File: src/rtl/core/bma_pkg.sv
// ----------------------------------------------------------------------------
// bma_pkg
// Shared types and constants of the boxcar moving average filter.
// ----------------------------------------------------------------------------
package bma_pkg;

    // Width of the window length register.
    localparam int CFG_BITS = 5;

    typedef logic [CFG_BITS-1:0] t_cfg;

    // Window length after reset.
    localparam t_cfg WIN_RESET = t_cfg'(3);

endpackage

File: src/rtl/core/bma_front.sv
// ----------------------------------------------------------------------------
// bma_front
// Sample ring and running sum. Accepts one sample per cycle unless the queue
// is full, replaces the oldest ring entry and hands the new sum to the queue.
// ----------------------------------------------------------------------------
module bma_front
    import bma_pkg::*;
#(
    parameter int WINDOW_MAX  = 16,
    parameter int SAMPLE_BITS = 16,
    parameter int SUM_BITS    = 21
) (
    input  logic                       i_clk,
    input  logic                       i_rst_n,
    input  logic                       i_push,
    input  logic signed [SAMPLE_BITS-1:0] i_sample,
    input  t_cfg                       i_win,
    input  logic                       i_q_full,
    output logic                       o_q_push,
    output logic [SUM_BITS-1:0]        o_q_sum
);

    localparam int POS_BITS = (WINDOW_MAX > 1) ? $clog2(WINDOW_MAX) : 1;
    localparam int EXT_BITS = SUM_BITS - SAMPLE_BITS;

    logic [SAMPLE_BITS-1:0] r_ring [WINDOW_MAX];
    logic [WINDOW_MAX-1:0]  r_valid;
    logic [POS_BITS-1:0]    r_pos;
    logic [POS_BITS-1:0]    n_pos;
    logic [SUM_BITS-1:0]    r_sum;
    logic [SUM_BITS-1:0]    n_sum;
    logic [SAMPLE_BITS-1:0] r_rd_data;
    logic                   r_rd_ok;
    logic                   r_byp;
    logic [SAMPLE_BITS-1:0] r_byp_data;
    logic [SAMPLE_BITS-1:0] old_entry;
    logic [POS_BITS-1:0]    rd_addr;
    logic [POS_BITS:0]      pos_inc;
    logic                   accept;

    assign accept = i_push && !i_q_full;

    always_comb begin
        pos_inc = {1'b0, r_pos} + (POS_BITS+1)'(1);
        if (32'(pos_inc) >= 32'(i_win)) begin
            n_pos = '0;
        end else begin
            n_pos = pos_inc[POS_BITS-1:0];
        end
    end

    // The ring is read ahead through a registered read at the position the next
    // sample will use, so the old entry is ready when that sample arrives.
    assign rd_addr = accept ? n_pos : r_pos;

    always_comb begin
        if (r_byp) begin
            old_entry = r_byp_data;
        end else if (r_rd_ok) begin
            old_entry = r_rd_data;
        end else begin
            old_entry = '0;
        end
    end

    assign n_sum = r_sum - {{EXT_BITS{old_entry[SAMPLE_BITS-1]}}, old_entry}
                         + {{EXT_BITS{i_sample[SAMPLE_BITS-1]}}, i_sample};

    assign o_q_push = accept;
    assign o_q_sum  = n_sum;

    always_ff @(posedge i_clk) begin
        if (accept) begin
            r_ring[r_pos] <= i_sample;
        end
        r_rd_data  <= r_ring[rd_addr];
        r_byp_data <= i_sample;
    end

    always_ff @(posedge i_clk) begin
        if (!i_rst_n) begin
            r_valid <= '0;
            r_pos   <= '0;
            r_sum   <= '0;
            r_rd_ok <= 1'b0;
            r_byp   <= 1'b0;
        end else begin
            if (accept) begin
                r_valid[r_pos] <= 1'b1;
                r_pos          <= n_pos;
                r_sum          <= n_sum;
            end
            r_rd_ok <= r_valid[rd_addr];
            // A write to the entry being fetched wins over the stale read.
            r_byp   <= accept && (rd_addr == r_pos);
        end
    end

endmodule

File: src/rtl/core/bma_queue.sv
// ----------------------------------------------------------------------------
// bma_queue
// Two-entry queue of window sums between the accumulator and the divider.
// ----------------------------------------------------------------------------
module bma_queue #(
    parameter int WIDTH = 21
) (
    input  logic             i_clk,
    input  logic             i_rst_n,
    input  logic             i_push,
    input  logic [WIDTH-1:0] i_data,
    output logic             o_full,
    input  logic             i_pop,
    output logic             o_empty,
    output logic [WIDTH-1:0] o_data
);

    logic [WIDTH-1:0] r_mem [2];
    logic             r_wp;
    logic             r_rp;
    logic [1:0]       r_cnt;
    logic             do_push;
    logic             do_pop;

    assign o_full  = (r_cnt == 2'd2);
    assign o_empty = (r_cnt == 2'd0);
    assign o_data  = r_mem[r_rp];
    assign do_push = i_push && !o_full;
    assign do_pop  = i_pop && !o_empty;

    always_ff @(posedge i_clk) begin
        if (do_push) begin
            r_mem[r_wp] <= i_data;
        end
    end

    always_ff @(posedge i_clk) begin
        if (!i_rst_n) begin
            r_wp  <= 1'b0;
            r_rp  <= 1'b0;
            r_cnt <= 2'd0;
        end else begin
            if (do_push) begin
                r_wp <= ~r_wp;
            end
            if (do_pop) begin
                r_rp <= ~r_rp;
            end
            case ({do_push, do_pop})
                2'b10:   r_cnt <= r_cnt + 2'd1;
                2'b01:   r_cnt <= r_cnt - 2'd1;
                default: r_cnt <= r_cnt;
            endcase
        end
    end

endmodule

File: src/rtl/core/bma_back.sv
// ----------------------------------------------------------------------------
// bma_back
// Divides each window sum by the window length, one quotient bit per cycle,
// saturates the quotient to the sample range and holds it for the consumer.
// ----------------------------------------------------------------------------
module bma_back
    import bma_pkg::*;
#(
    parameter int SAMPLE_BITS = 16,
    parameter int SUM_BITS    = 21
) (
    input  logic                          i_clk,
    input  logic                          i_rst_n,
    input  logic                          i_q_empty,
    input  logic [SUM_BITS-1:0]           i_q_sum,
    output logic                          o_q_pop,
    input  t_cfg                          i_win,
    input  logic                          i_pop,
    output logic                          o_empty,
    output logic signed [SAMPLE_BITS-1:0] o_average
);

    localparam int CNT_BITS = $clog2(SUM_BITS);

    localparam logic [1:0] S_IDLE = 2'd0;
    localparam logic [1:0] S_DIV  = 2'd1;
    localparam logic [1:0] S_DONE = 2'd2;

    localparam logic [SUM_BITS-1:0] POS_LIM =
        SUM_BITS'((64'd1 << (SAMPLE_BITS - 1)) - 64'd1);
    localparam logic [SUM_BITS-1:0] NEG_LIM =
        SUM_BITS'(64'd1 << (SAMPLE_BITS - 1));
    localparam logic [SAMPLE_BITS-1:0] SAT_MAX = {1'b0, {(SAMPLE_BITS-1){1'b1}}};
    localparam logic [SAMPLE_BITS-1:0] SAT_MIN = {1'b1, {(SAMPLE_BITS-1){1'b0}}};

    logic [1:0]             r_state;
    logic [CNT_BITS-1:0]    r_cnt;
    logic                   r_neg;
    logic [SUM_BITS-1:0]    r_quo;
    logic [CFG_BITS-1:0]    r_rem;
    logic                   r_out_valid;
    logic [SAMPLE_BITS-1:0] r_out;
    logic [CFG_BITS:0]      rem_shift;
    logic [CFG_BITS:0]      rem_sub;
    logic                   rem_ge;
    logic [SUM_BITS-1:0]    quo_neg;
    logic [SAMPLE_BITS-1:0] sat_val;
    logic                   out_free;

    assign o_q_pop   = (r_state == S_IDLE) && !i_q_empty;
    assign o_empty   = !r_out_valid;
    assign o_average = r_out;
    assign out_free  = !r_out_valid || i_pop;

    // Restoring division step: the remainder stays below the divisor.
    assign rem_shift = {r_rem, r_quo[SUM_BITS-1]};
    assign rem_sub   = rem_shift - {1'b0, i_win};
    assign rem_ge    = (rem_shift >= {1'b0, i_win});

    assign quo_neg = ~r_quo + SUM_BITS'(1);

    always_comb begin
        if (r_neg) begin
            sat_val = (r_quo > NEG_LIM) ? SAT_MIN : quo_neg[SAMPLE_BITS-1:0];
        end else begin
            sat_val = (r_quo > POS_LIM) ? SAT_MAX : r_quo[SAMPLE_BITS-1:0];
        end
    end

    always_ff @(posedge i_clk) begin
        case (r_state)
            S_IDLE: begin
                r_neg <= i_q_sum[SUM_BITS-1];
                r_quo <= i_q_sum[SUM_BITS-1] ? (~i_q_sum + SUM_BITS'(1)) : i_q_sum;
                r_rem <= '0;
            end
            S_DIV: begin
                r_rem <= rem_ge ? rem_sub[CFG_BITS-1:0] : rem_shift[CFG_BITS-1:0];
                r_quo <= {r_quo[SUM_BITS-2:0], rem_ge};
            end
            default: begin
                r_quo <= r_quo;
            end
        endcase
        if ((r_state == S_DONE) && out_free) begin
            r_out <= sat_val;
        end
    end

    always_ff @(posedge i_clk) begin
        if (!i_rst_n) begin
            r_state     <= S_IDLE;
            r_cnt       <= '0;
            r_out_valid <= 1'b0;
        end else begin
            unique case (r_state)
                S_IDLE: begin
                    if (!i_q_empty) begin
                        r_cnt   <= '0;
                        r_state <= S_DIV;
                    end
                end
                S_DIV: begin
                    r_cnt <= r_cnt + CNT_BITS'(1);
                    if (r_cnt == CNT_BITS'(SUM_BITS - 1)) begin
                        r_state <= S_DONE;
                    end
                end
                S_DONE: begin
                    if (out_free) begin
                        r_state <= S_IDLE;
                    end
                end
                default: begin
                    r_state <= S_IDLE;
                end
            endcase

            if ((r_state == S_DONE) && out_free) begin
                r_out_valid <= 1'b1;
            end else if (i_pop) begin
                r_out_valid <= 1'b0;
            end
        end
    end

endmodule

File: src/rtl/core/boxcar_moving_average.sv
// ----------------------------------------------------------------------------
// boxcar_moving_average
// Moving average over the last window_length signed samples, truncated
// toward zero and saturated to the sample range.
//
//   Channel   Direction  Handshake          Payload
//   -------   ---------  -----------------  ---------------------------
//   sample    in         push / full        i_sample
//   average   out        empty / pop        o_average
//   config    in         i_cfg_we           i_cfg_wdata (window length)
//
// The accumulator takes a sample in any cycle in which the two-entry sum
// queue has room. Each average then passes through the bit-serial divider
// (idle, divide and done states), which sets the sustained rate. Reset
// clears the ring through per-entry valid bits at once; no clearing pass is
// needed. A held result does not stop the divider from dividing the next
// sum; that quotient then waits in the done state until a pop frees the output.
// ----------------------------------------------------------------------------
module boxcar_moving_average
    import bma_pkg::*;
#(
    parameter int WINDOW_MAX  = 16,
    parameter int SAMPLE_BITS = 16
) (
    input  logic                          i_clk,
    input  logic                          i_rst_n,
    input  logic                          push,
    output logic                          full,
    input  logic signed [SAMPLE_BITS-1:0] i_sample,
    output logic                          empty,
    input  logic                          pop,
    output logic signed [SAMPLE_BITS-1:0] o_average,
    input  logic                          i_cfg_we,
    input  logic [CFG_BITS-1:0]           i_cfg_wdata
);

    localparam int SUM_BITS = SAMPLE_BITS + $clog2(WINDOW_MAX) + 1;

    t_cfg                r_cfg;
    t_cfg                win_eff;
    logic                q_push;
    logic [SUM_BITS-1:0] q_in;
    logic                q_full;
    logic                q_pop;
    logic                q_empty;
    logic [SUM_BITS-1:0] q_out;

    always_ff @(posedge i_clk) begin
        if (!i_rst_n) begin
            r_cfg <= WIN_RESET;
        end else if (i_cfg_we) begin
            r_cfg <= i_cfg_wdata;
        end
    end

    // A zero window behaves as one; a window beyond the ring is clipped.
    always_comb begin
        if (r_cfg == '0) begin
            win_eff = t_cfg'(1);
        end else if (32'(r_cfg) > WINDOW_MAX) begin
            win_eff = t_cfg'(WINDOW_MAX);
        end else begin
            win_eff = r_cfg;
        end
    end

    bma_front #(
        .WINDOW_MAX  (WINDOW_MAX),
        .SAMPLE_BITS (SAMPLE_BITS),
        .SUM_BITS    (SUM_BITS)
    ) u_front (
        .i_clk    (i_clk),
        .i_rst_n  (i_rst_n),
        .i_push   (push),
        .i_sample (i_sample),
        .i_win    (win_eff),
        .i_q_full (q_full),
        .o_q_push (q_push),
        .o_q_sum  (q_in)
    );

    bma_queue #(
        .WIDTH (SUM_BITS)
    ) u_queue (
        .i_clk   (i_clk),
        .i_rst_n (i_rst_n),
        .i_push  (q_push),
        .i_data  (q_in),
        .o_full  (q_full),
        .i_pop   (q_pop),
        .o_empty (q_empty),
        .o_data  (q_out)
    );

    bma_back #(
        .SAMPLE_BITS (SAMPLE_BITS),
        .SUM_BITS    (SUM_BITS)
    ) u_back (
        .i_clk     (i_clk),
        .i_rst_n   (i_rst_n),
        .i_q_empty (q_empty),
        .i_q_sum   (q_out),
        .o_q_pop   (q_pop),
        .i_win     (win_eff),
        .i_pop     (pop),
        .o_empty   (empty),
        .o_average (o_average)
    );

    assign full = q_full;

    // An accepted sample leaves a sum waiting in the queue.
    a_accept_queued: assert property (@(posedge i_clk) disable iff (!i_rst_n)
        (push && !full) |=> !q_empty)
        else $error("accepted sample did not reach the sum queue");

    // The divider only takes sums that are there.
    a_pop_nonempty: assert property (@(posedge i_clk) disable iff (!i_rst_n)
        q_pop |-> !q_empty)
        else $error("divider took a sum from an empty queue");

    // Right after reset nothing is pending on either side.
    a_reset_clear: assert property (@(posedge i_clk) disable iff (!i_rst_n)
        $rose(i_rst_n) |-> (empty && !full && q_empty))
        else $error("block not clear after reset");

endmodule
File: config.mk
export PLATFORM = sky130hd
export DESIGN_NAME = boxcar_moving_average
export DESIGN_NICKNAME = d
export VERILOG_FILES = /design/src/rtl/core/bma_pkg.sv /design/src/rtl/core/bma_front.sv /design/src/rtl/core/bma_queue.sv /design/src/rtl/core/bma_back.sv /design/src/rtl/core/boxcar_moving_average.sv
export SDC_FILE = /design/constraint.sdc
export NUM_CORES = 1
export LEC_CHECK = 0
export BUFFER_PORTS_ARGS = -buffer_cell sky130_fd_sc_hd__buf_2
export CAP_MARGIN = 30
export CORE_MARGIN = 1
export CORE_UTILIZATION = 40
export DETAILED_ROUTE_END_ITERATION = 10
export PLACE_DENSITY = 0.62
export SYNTH_ARGS = -nofsm -noshare
export SYNTH_HDL_FRONTEND = slang
export SYNTH_HIERARCHICAL = 1
export SYNTH_SLANG_ARGS = --single-unit
File: constraint.sdc
create_clock -name i_clk -period 4 [get_ports i_clk]
set_input_delay 0.4 -clock i_clk [delete_from_list [all_inputs] [get_ports i_clk]]
set_output_delay 0.4 -clock i_clk [all_outputs]
set_load 0.03 [all_outputs]
==> impl_metrics.py, run 1 <==
metrics = {
    "yosys": {
        "ys_seq_area_share_pct": 60.86,
        "yosys_most_used_dff": "edfxtp_1",
        "synth_top_cell_by_area": "edfxtp_1",
        "synthTopCellsByArea": "edfxtp_1 (51%), mux2i_1 (13%), dfxtp_1 (9.4%)",
        "synth_area_per_cell_um2": 13.97,
        "synth.top_cell.area_share_pct": 51.50,
        "syn-cell-area_um2": 19880,
        "ys_ff_latch": 434,
        "yosys_warnings": 6,
        "synth_edf_count": 341,
        "ys_types": 85,
        "synth_nets": 1512,
        "syn_inst": 1423,
        "synthArstFlopShare_pct": 0,
    },
    "grt": {
        "gr-usage-met1_pct": 21.34,
        "use_met3_pct": 2.621,
        "antenna_found_initial": 1,
        "grt_pass1_wl_mm": 63.91,
        "overflow": 0,
        "top_usage_layer": "met2",
        "grt_start_max_net_pins": 48,
        "gr-usage-all-layers_pct": 16.50,
        "first_global_vias": 11303,
        "use_met2_pct": 28.19,
    },
    "critical_path": {
        "critPathTopFamily": "compound AO/OA/AOI/OAI gates",
        "worstSetupStartpoint": "u_front/r_rd_ok",
        "crit_chain": "nor2b_1 -> buf_4 -> a22oi_1 -> fa_1 -> fa_1 -> a21o_1 -> a22o_1 -> a211o_1 -> o211ai_1 -> a21oi_1 -> or3_1 -> and2_1",
        "worstSetupPathType": "flop to flop",
        "crit_path_start_kind": "flop",
        "critPathMaxStageDelay_ns": 0.51,
        "worstReg2RegStart": "u_front/r_rd_ok",
        "crit_fanout": 16,
        "arrival_ns": 4.00,
        "crit_required_ns": 4.31,
        "crit_top_cell": "fa_1",
        "slowest_stage": "fa_1",
        "critPathCaptureType": "flop",
        "critPathBufInv": 1,
    },
    "final_layout": {
        "layout_common_cells": "edfxtp_1 (341), mux2i_1 (259), dfxtp_1 (93)",
        "syn2layout_area_growth_pct": 12.25,
        "final_common_cell": "edfxtp_1",
        "drive_above_1_share_pct": 13.70,
        "nets": 1589,
        "final_cells": 2198,
    },
    "floorplanning": {
        "core_um2": 48950,
        "die_y_um": 225.0,
        "die_area_um2": 50600,
        "chipWidth_um": 225.0,
        "rows": 81,
        "ios": 44,
        "start_util_pct": 40.62,
    },
    "cts": {
        "clock_sinks": 434,
        "cts_resized": 0,
        "clock_latency_ns": 0.58,
        "clockRootBuffer": "clkbuf_16",
        "cts_tree": "built",
        "htree_num_levels": 2,
        "cts_made_buffers": 45,
        "clk_pin_slew_ns": 0.06,
        "cts_buffer_depth": 3,
    },
    "timing": {
        "fin_crit_ns": 3.689,
        "tns_ns": 0,
        "relSlewSlack_pct": 38.04,
        "finalCritPeriodShare_pct": 92.23,
        "rsz0062_at_grt": "no",
        "final_max_slew_viol_count": 0,
        "skew_ns": 0.02423,
        "setup_viol": 0,
        "tightestPinTransition_ns": 0.9294,
        "max_clock_freq_mhz": 271.0,
        "hold_violations": 0,
    },
    "detailed_routing": {
        "via_count": 11239,
        "firstDrtPassIters": 5,
        "drt_wl_total_mm": 40.82,
        "avgViaCountPerCell": 5.113,
        "drtIter0Drc": 520,
        "post-route-drc-count": 0,
        "wl_per_cell_um": 18.57,
        "antenna_left": 0,
    },
    "hold_path": {
        "hp-class": "primary input to flop",
        "hold_path_startpoint": "i_sample[4]",
    },
    "run": {
        "maxCapViolCount": 0,
    },
    "placement": {
        "dp_hpwl_mm": 26.15,
        "place.gp.congestion": 0.8402,
        "io_buffer_count": 43,
        "place_inst": 2116,
    },
    "power": {
        "vdd_drop_max_mv": 0.5460,
        "leakagePower_nw": 8.008,
        "power.density_nw_per_um2": 686.7,
    },
    "status": {
        "outcome": "complete, no violations",
    },
}
-- final timing paths --
kind                                end  slack (ns)  cells after the start
setup / recovery   u_queue/r_mem[1][18]        0.31                     12
hold / removal    u_front/r_byp_data[4]        0.06                      1
setup reg to reg   u_queue/r_mem[1][18]        0.31                     12
hold reg to reg         u_back/r_cnt[4]        0.45                      1
-- Yosys cell counts (9+ instances only) --
library cell / count
nor2_1: 26
xnor2_1: 20
clkbuf_1: 26
o21a_1: 19
nand3_1: 23
o21ai_0: 46
a22oi_1: 15
nor2b_1: 18
inv_1: 61
and3_1: 12
a21oi_1: 37
buf_6: 9
mux2i_1: 259
mux2_2: 21
a21boi_0: 18
o31ai_1: 12
dfxtp_1: 93
ha_1: 42
and2_1: 21
nand2_1: 90
edfxtp_1: 341
xor2_1: 27
buf_2: 13
buf_8: 10
nor3_1: 12
a21o_1: 10
fa_1: 21
nand4_1: 10
-- metrics by stage --
step | cell area [um^2] | utilization, % | hold WS, ns | setup slack, ns | total power (W)
2_1_floorplan | 19880 | - | 0.4214 | 0.2595 | 0.01030
3_3_place_gp | 20950 | 42.79 | 0.4423 | 0.4259 | 0.01145
3_5_place_dp | 20950 | 42.79 | 0.4397 | 0.3416 | 0.01156
4_1_cts | 22320 | 45.59 | 0.03660 | 0.3124 | 0.01548
5_1_grt | 22320 | 45.60 | 0.04149 | 0.09829 | 0.01627
6_report | 22320 | 45.60 | 0.06118 | 0.3106 | 0.01533
-- worst reg2reg max path, stage by stage (launching register included) --
cell and delay (ns):
dfxtp_1 0.29, nor2b_1 0.12, buf_4 0.20, a22oi_1 0.21
fa_1 0.51, fa_1 0.49, a21o_1 0.21, a22o_1 0.21
a211o_1 0.35, o211ai_1 0.25, a21oi_1 0.10, or3_1 0.33
and2_1 0.18
-- layer usage --
layer	up-vias	wire length, um
met5	-	0
met4	0	957
met3	57	1515
met2	179	19480
met1	5548	18860
li1	5455	-
-- report_power, final --
group	leakage, nW	switching (W)	total (W)	internal, W
registers	3.91	0.000443	0.00629	0.00584
logic	3.43	0.00302	0.00518	0.00216
clock network	0.660	0.00169	0.00386	0.00217
-- timing repair --
item                      4_1_cts  5_1_grt
hold endpoints to repair        1        0
hold buffers                    1        0
buffers inserted                0        0
-- sequential cells by signal, summed over array words and instances, names as in the netlist, 2 cells and up, named ones only --
register	flops
u_back/r_quo	21
u_front/r_sum	21
r_cfg	5
u_front/r_pos	4
u_back/r_cnt	5
u_front/r_valid	16
u_back/o_average	16
u_queue/r_cnt	2
u_front/r_rd_data	16
u_back/r_rem	5
u_front/r_byp_data	16
u_queue/r_mem	42
u_front/r_ring	256
u_back/r_state	2
-- cells by family after synthesis --
kind of cell | count (synthesis) | synth area share, %
flops | 434 | 60.86
mux | 280 | 14.23
simple gates | 255 | 6.771
compound gates | 215 | 7.778
buf+inv | 129 | 3.536
fa+ha+maj | 63 | 4.757
xor+xnor | 47 | 2.070
-- final cells by class --
cell class | instances | area (um^2)
fillers | 4354 | 26630
flip-flops and latches | 434 | 12100
multi-input cells | 860 | 7107
clock buffers | 57 | 1181
well taps | 664 | 830.8
repair buffers | 97 | 685.7
inverters | 62 | 232.7
clock inverters | 23 | 178.9
diodes | 1 | 2.502
(Power assumes the default switching activity.)
==> run 2, diff against run 1 <==
--- a/config.mk
+++ b/config.mk
@@ -9,3 +9,3 @@
 export CAP_MARGIN = 30
-export CORE_MARGIN = 1
+export CORE_MARGIN = 10
 export CORE_UTILIZATION = 40
==> constraint.sdc (replaced) <==
create_clock -name i_clk -period 4 [get_ports i_clk]
set_input_delay 1 -clock i_clk [delete_from_list [all_inputs] [get_ports i_clk]]
set_output_delay 1 -clock i_clk [all_outputs]
set_load 0.03 [all_outputs]
==> impl_metrics.py, run 2 (synthesis gave the netlist of run 1 again) <==
metrics = {
    "status": {
        "outcome": "complete, no violations",
    },
    "hold_path": {
        "min_path_cells": 1,
        "hp-class": "flop to flop",
        "holdPathEnd": "u_back/r_cnt[4]",
        "hold_path_startpoint": "u_back/r_cnt[4]",
    },
    "final_layout": {
        "antennaDiodeCount": 0,
        "drive_above_1_share_pct": 15.44,
        "final_cells": 2225,
        "reg_top3": "u_front/r_ring: 256 flops, u_queue/r_mem: 42 flops",
        "largest_reg_flops": 256,
        "fillers": 4338,
        "nets": 1612,
        "syn2layout_area_growth_pct": 14.50,
        "layout_common_cells": "edfxtp_1 (341), mux2i_1 (259), dfxtp_1 (93)",
        "regMostFlops": "u_front/r_ring",
        "final_util_pct": 46.42,
        "final_common_cell": "edfxtp_1",
    },
    "critical_path": {
        "regToRegEndpoint": "u_front/r_sum[20]",
        "slowest_stage": "fa_1",
        "crit_required_ns": 4.50,
        "critPathCaptureType": "flop",
        "worstSetupPathType": "flop to flop",
        "crit_fanout": 16,
        "r2r_slack_ns": 0.30,
        "critPathMaxStageDelay_ns": 0.50,
        "crit_chain": "nor2b_1 -> buf_12 -> a22oi_1 -> fa_1 -> fa_1 -> a21o_1 -> a22o_1 -> a211o_1 -> o21ai_1 -> o2111ai_1 -> xnor2_1 -> or3_1 -> a21boi_1",
        "critPathBufInv": 1,
        "arrival_ns": 4.20,
        "r2r_cells": 13,
        "crit_path_start_kind": "flop",
        "worstReg2RegStart": "u_front/r_rd_ok",
        "crit_top_cell": "fa_1",
        "critPathTopFamily": "compound AO/OA/AOI/OAI gates",
    },
    "placement": {
        "place.gp.congestion": 0.8995,
        "io_buffer_count": 43,
        "dp_hpwl_mm": 28.59,
        "place_inst": 2139,
    },
    "timing": {
        "fin_crit_ns": 3.702,
        "hold_violations": 0,
        "max_clock_freq_mhz": 270.1,
        "relSlewSlack_pct": 35.10,
        "setup_viol": 0,
        "finalCritPeriodShare_pct": 92.54,
        "final_max_slew_viol_count": 0,
        "rsz0062_at_grt": "no",
        "skew_ns": 0.03077,
        "tightestPinTransition_ns": 0.9736,
        "hold_slack_ns": 0.4613,
    },
    "detailed_routing": {
        "wl_per_cell_um": 19.56,
        "drt_wl_total_mm": 43.53,
        "via_count": 11489,
        "antenna_left": 0,
        "firstDrtPassIters": 5,
        "avgViaCountPerCell": 5.164,
        "drtIter0Drc": 736,
        "post-route-drc-count": 0,
    },
    "power": {
        "total_power_w": 0.01584,
        "power.density_nw_per_um2": 695.9,
        "leakagePower_nw": 8.219,
        "vdd_drop_max_mv": 0.3717,
    },
    "cts": {
        "cts_hold_buf": 0,
        "cts_setup_buffers": 0,
        "cts_resized": 0,
        "cts_made_buffers": 46,
        "clock_latency_ns": 0.59,
        "cts_buffer_depth": 3,
        "cts_tree": "built",
        "clockRootBuffer": "clkbuf_16",
        "clock_sinks": 434,
        "clk_pin_slew_ns": 0.06,
        "htree_num_levels": 2,
    },
    "floorplanning": {
        "start_util_pct": 40.54,
        "chipWidth_um": 243.0,
        "die_area_um2": 59030,
        "core_um2": 49050,
        "die_y_um": 243.0,
        "ios": 44,
        "rows": 81,
    },
    "run": {
        "maxCapViolCount": 0,
    },
    "grt": {
        "gr-usage-all-layers_pct": 14.52,
        "first_global_vias": 11475,
        "grt_pass1_wl_mm": 67.31,
        "antenna_found_initial": 1,
        "overflow": 0,
        "grt_start_max_net_pins": 45,
    },
}
==> run 2: changes by cell type in the layout (fill, tap and decap cells not counted), sizes merged <==
cell         previous run  this run
buf                    96       119
clkbuf                 57        59
bufinv                  1         2
clkinv                 19        20
clkinvlp                2         3
diode                   1         0
dlygate4sd3             1         0
inv                    63        64
==> run 2: stage by stage <==
| stage | worst slack [ns] | setup TNS [ns] | instance area, um^2 |
|---|---|---|---|
| 4_1_cts | 0.3463 | 0 | 22770 |
| 3_5_place_dp | -0.01750 | -0.07507 | 21270 |
| 3_3_place_gp | -0.009012 | -0.009012 | 21270 |
| 5_1_grt | 0.1517 | 0 | 22770 |
| 6_report | 0.2982 | 0 | 22770 |
| 2_1_floorplan | 0.2595 | 0 | 19880 |
==> run 2: cell type report <==
type / count / area (um^2) / share of cell area (%)
Clock buffer: 59 / 1261 / 5.539
Clock inverter: 27 / 236.5 / 1.039
Inverter: 62 / 232.7 / 1.022
Multi-Input combinational cell: 860 / 7107 / 31.21
Sequential cell: 434 / 12100 / 53.15
Tap cell: 664 / 830.8 / 3.649
Timing Repair Buffer: 119 / 998.5 / 4.385
==> run 2: routing by layer <==
layer  up-vias  wire (um)  GRT usage [%]
li1       5516          -              -
met1      5662      19860          18.99
met2       230      19950          23.01
met3        79       2246          3.547
met4         2       1460          5.312
met5         -         13              0
==> run 2: worst max path at each step <==
stage	start	end	cells past startpoint
floorplan	u_front/r_byp	u_queue/r_mem[0][19]	15
global placement	i_sample[1]	u_front/r_sum[20]	11
detailed placement	i_sample[1]	u_front/r_sum[12]	12
CTS	u_front/r_rd_ok	u_front/r_sum[20]	13
global route	u_front/r_pos[0]	u_front/r_rd_data[11]	13
finish	u_front/r_rd_ok	u_front/r_sum[20]	13
==> run 2: power breakdown <==
group | internal, W | switching, W | total (W) | leakage (nW)
sequential | 0.00584 | 0.000475 | 0.00632 | 3.91
clock | 0.00238 | 0.00177 | 0.00416 | 0.726
combinational | 0.00228 | 0.00309 | 0.00537 | 3.58
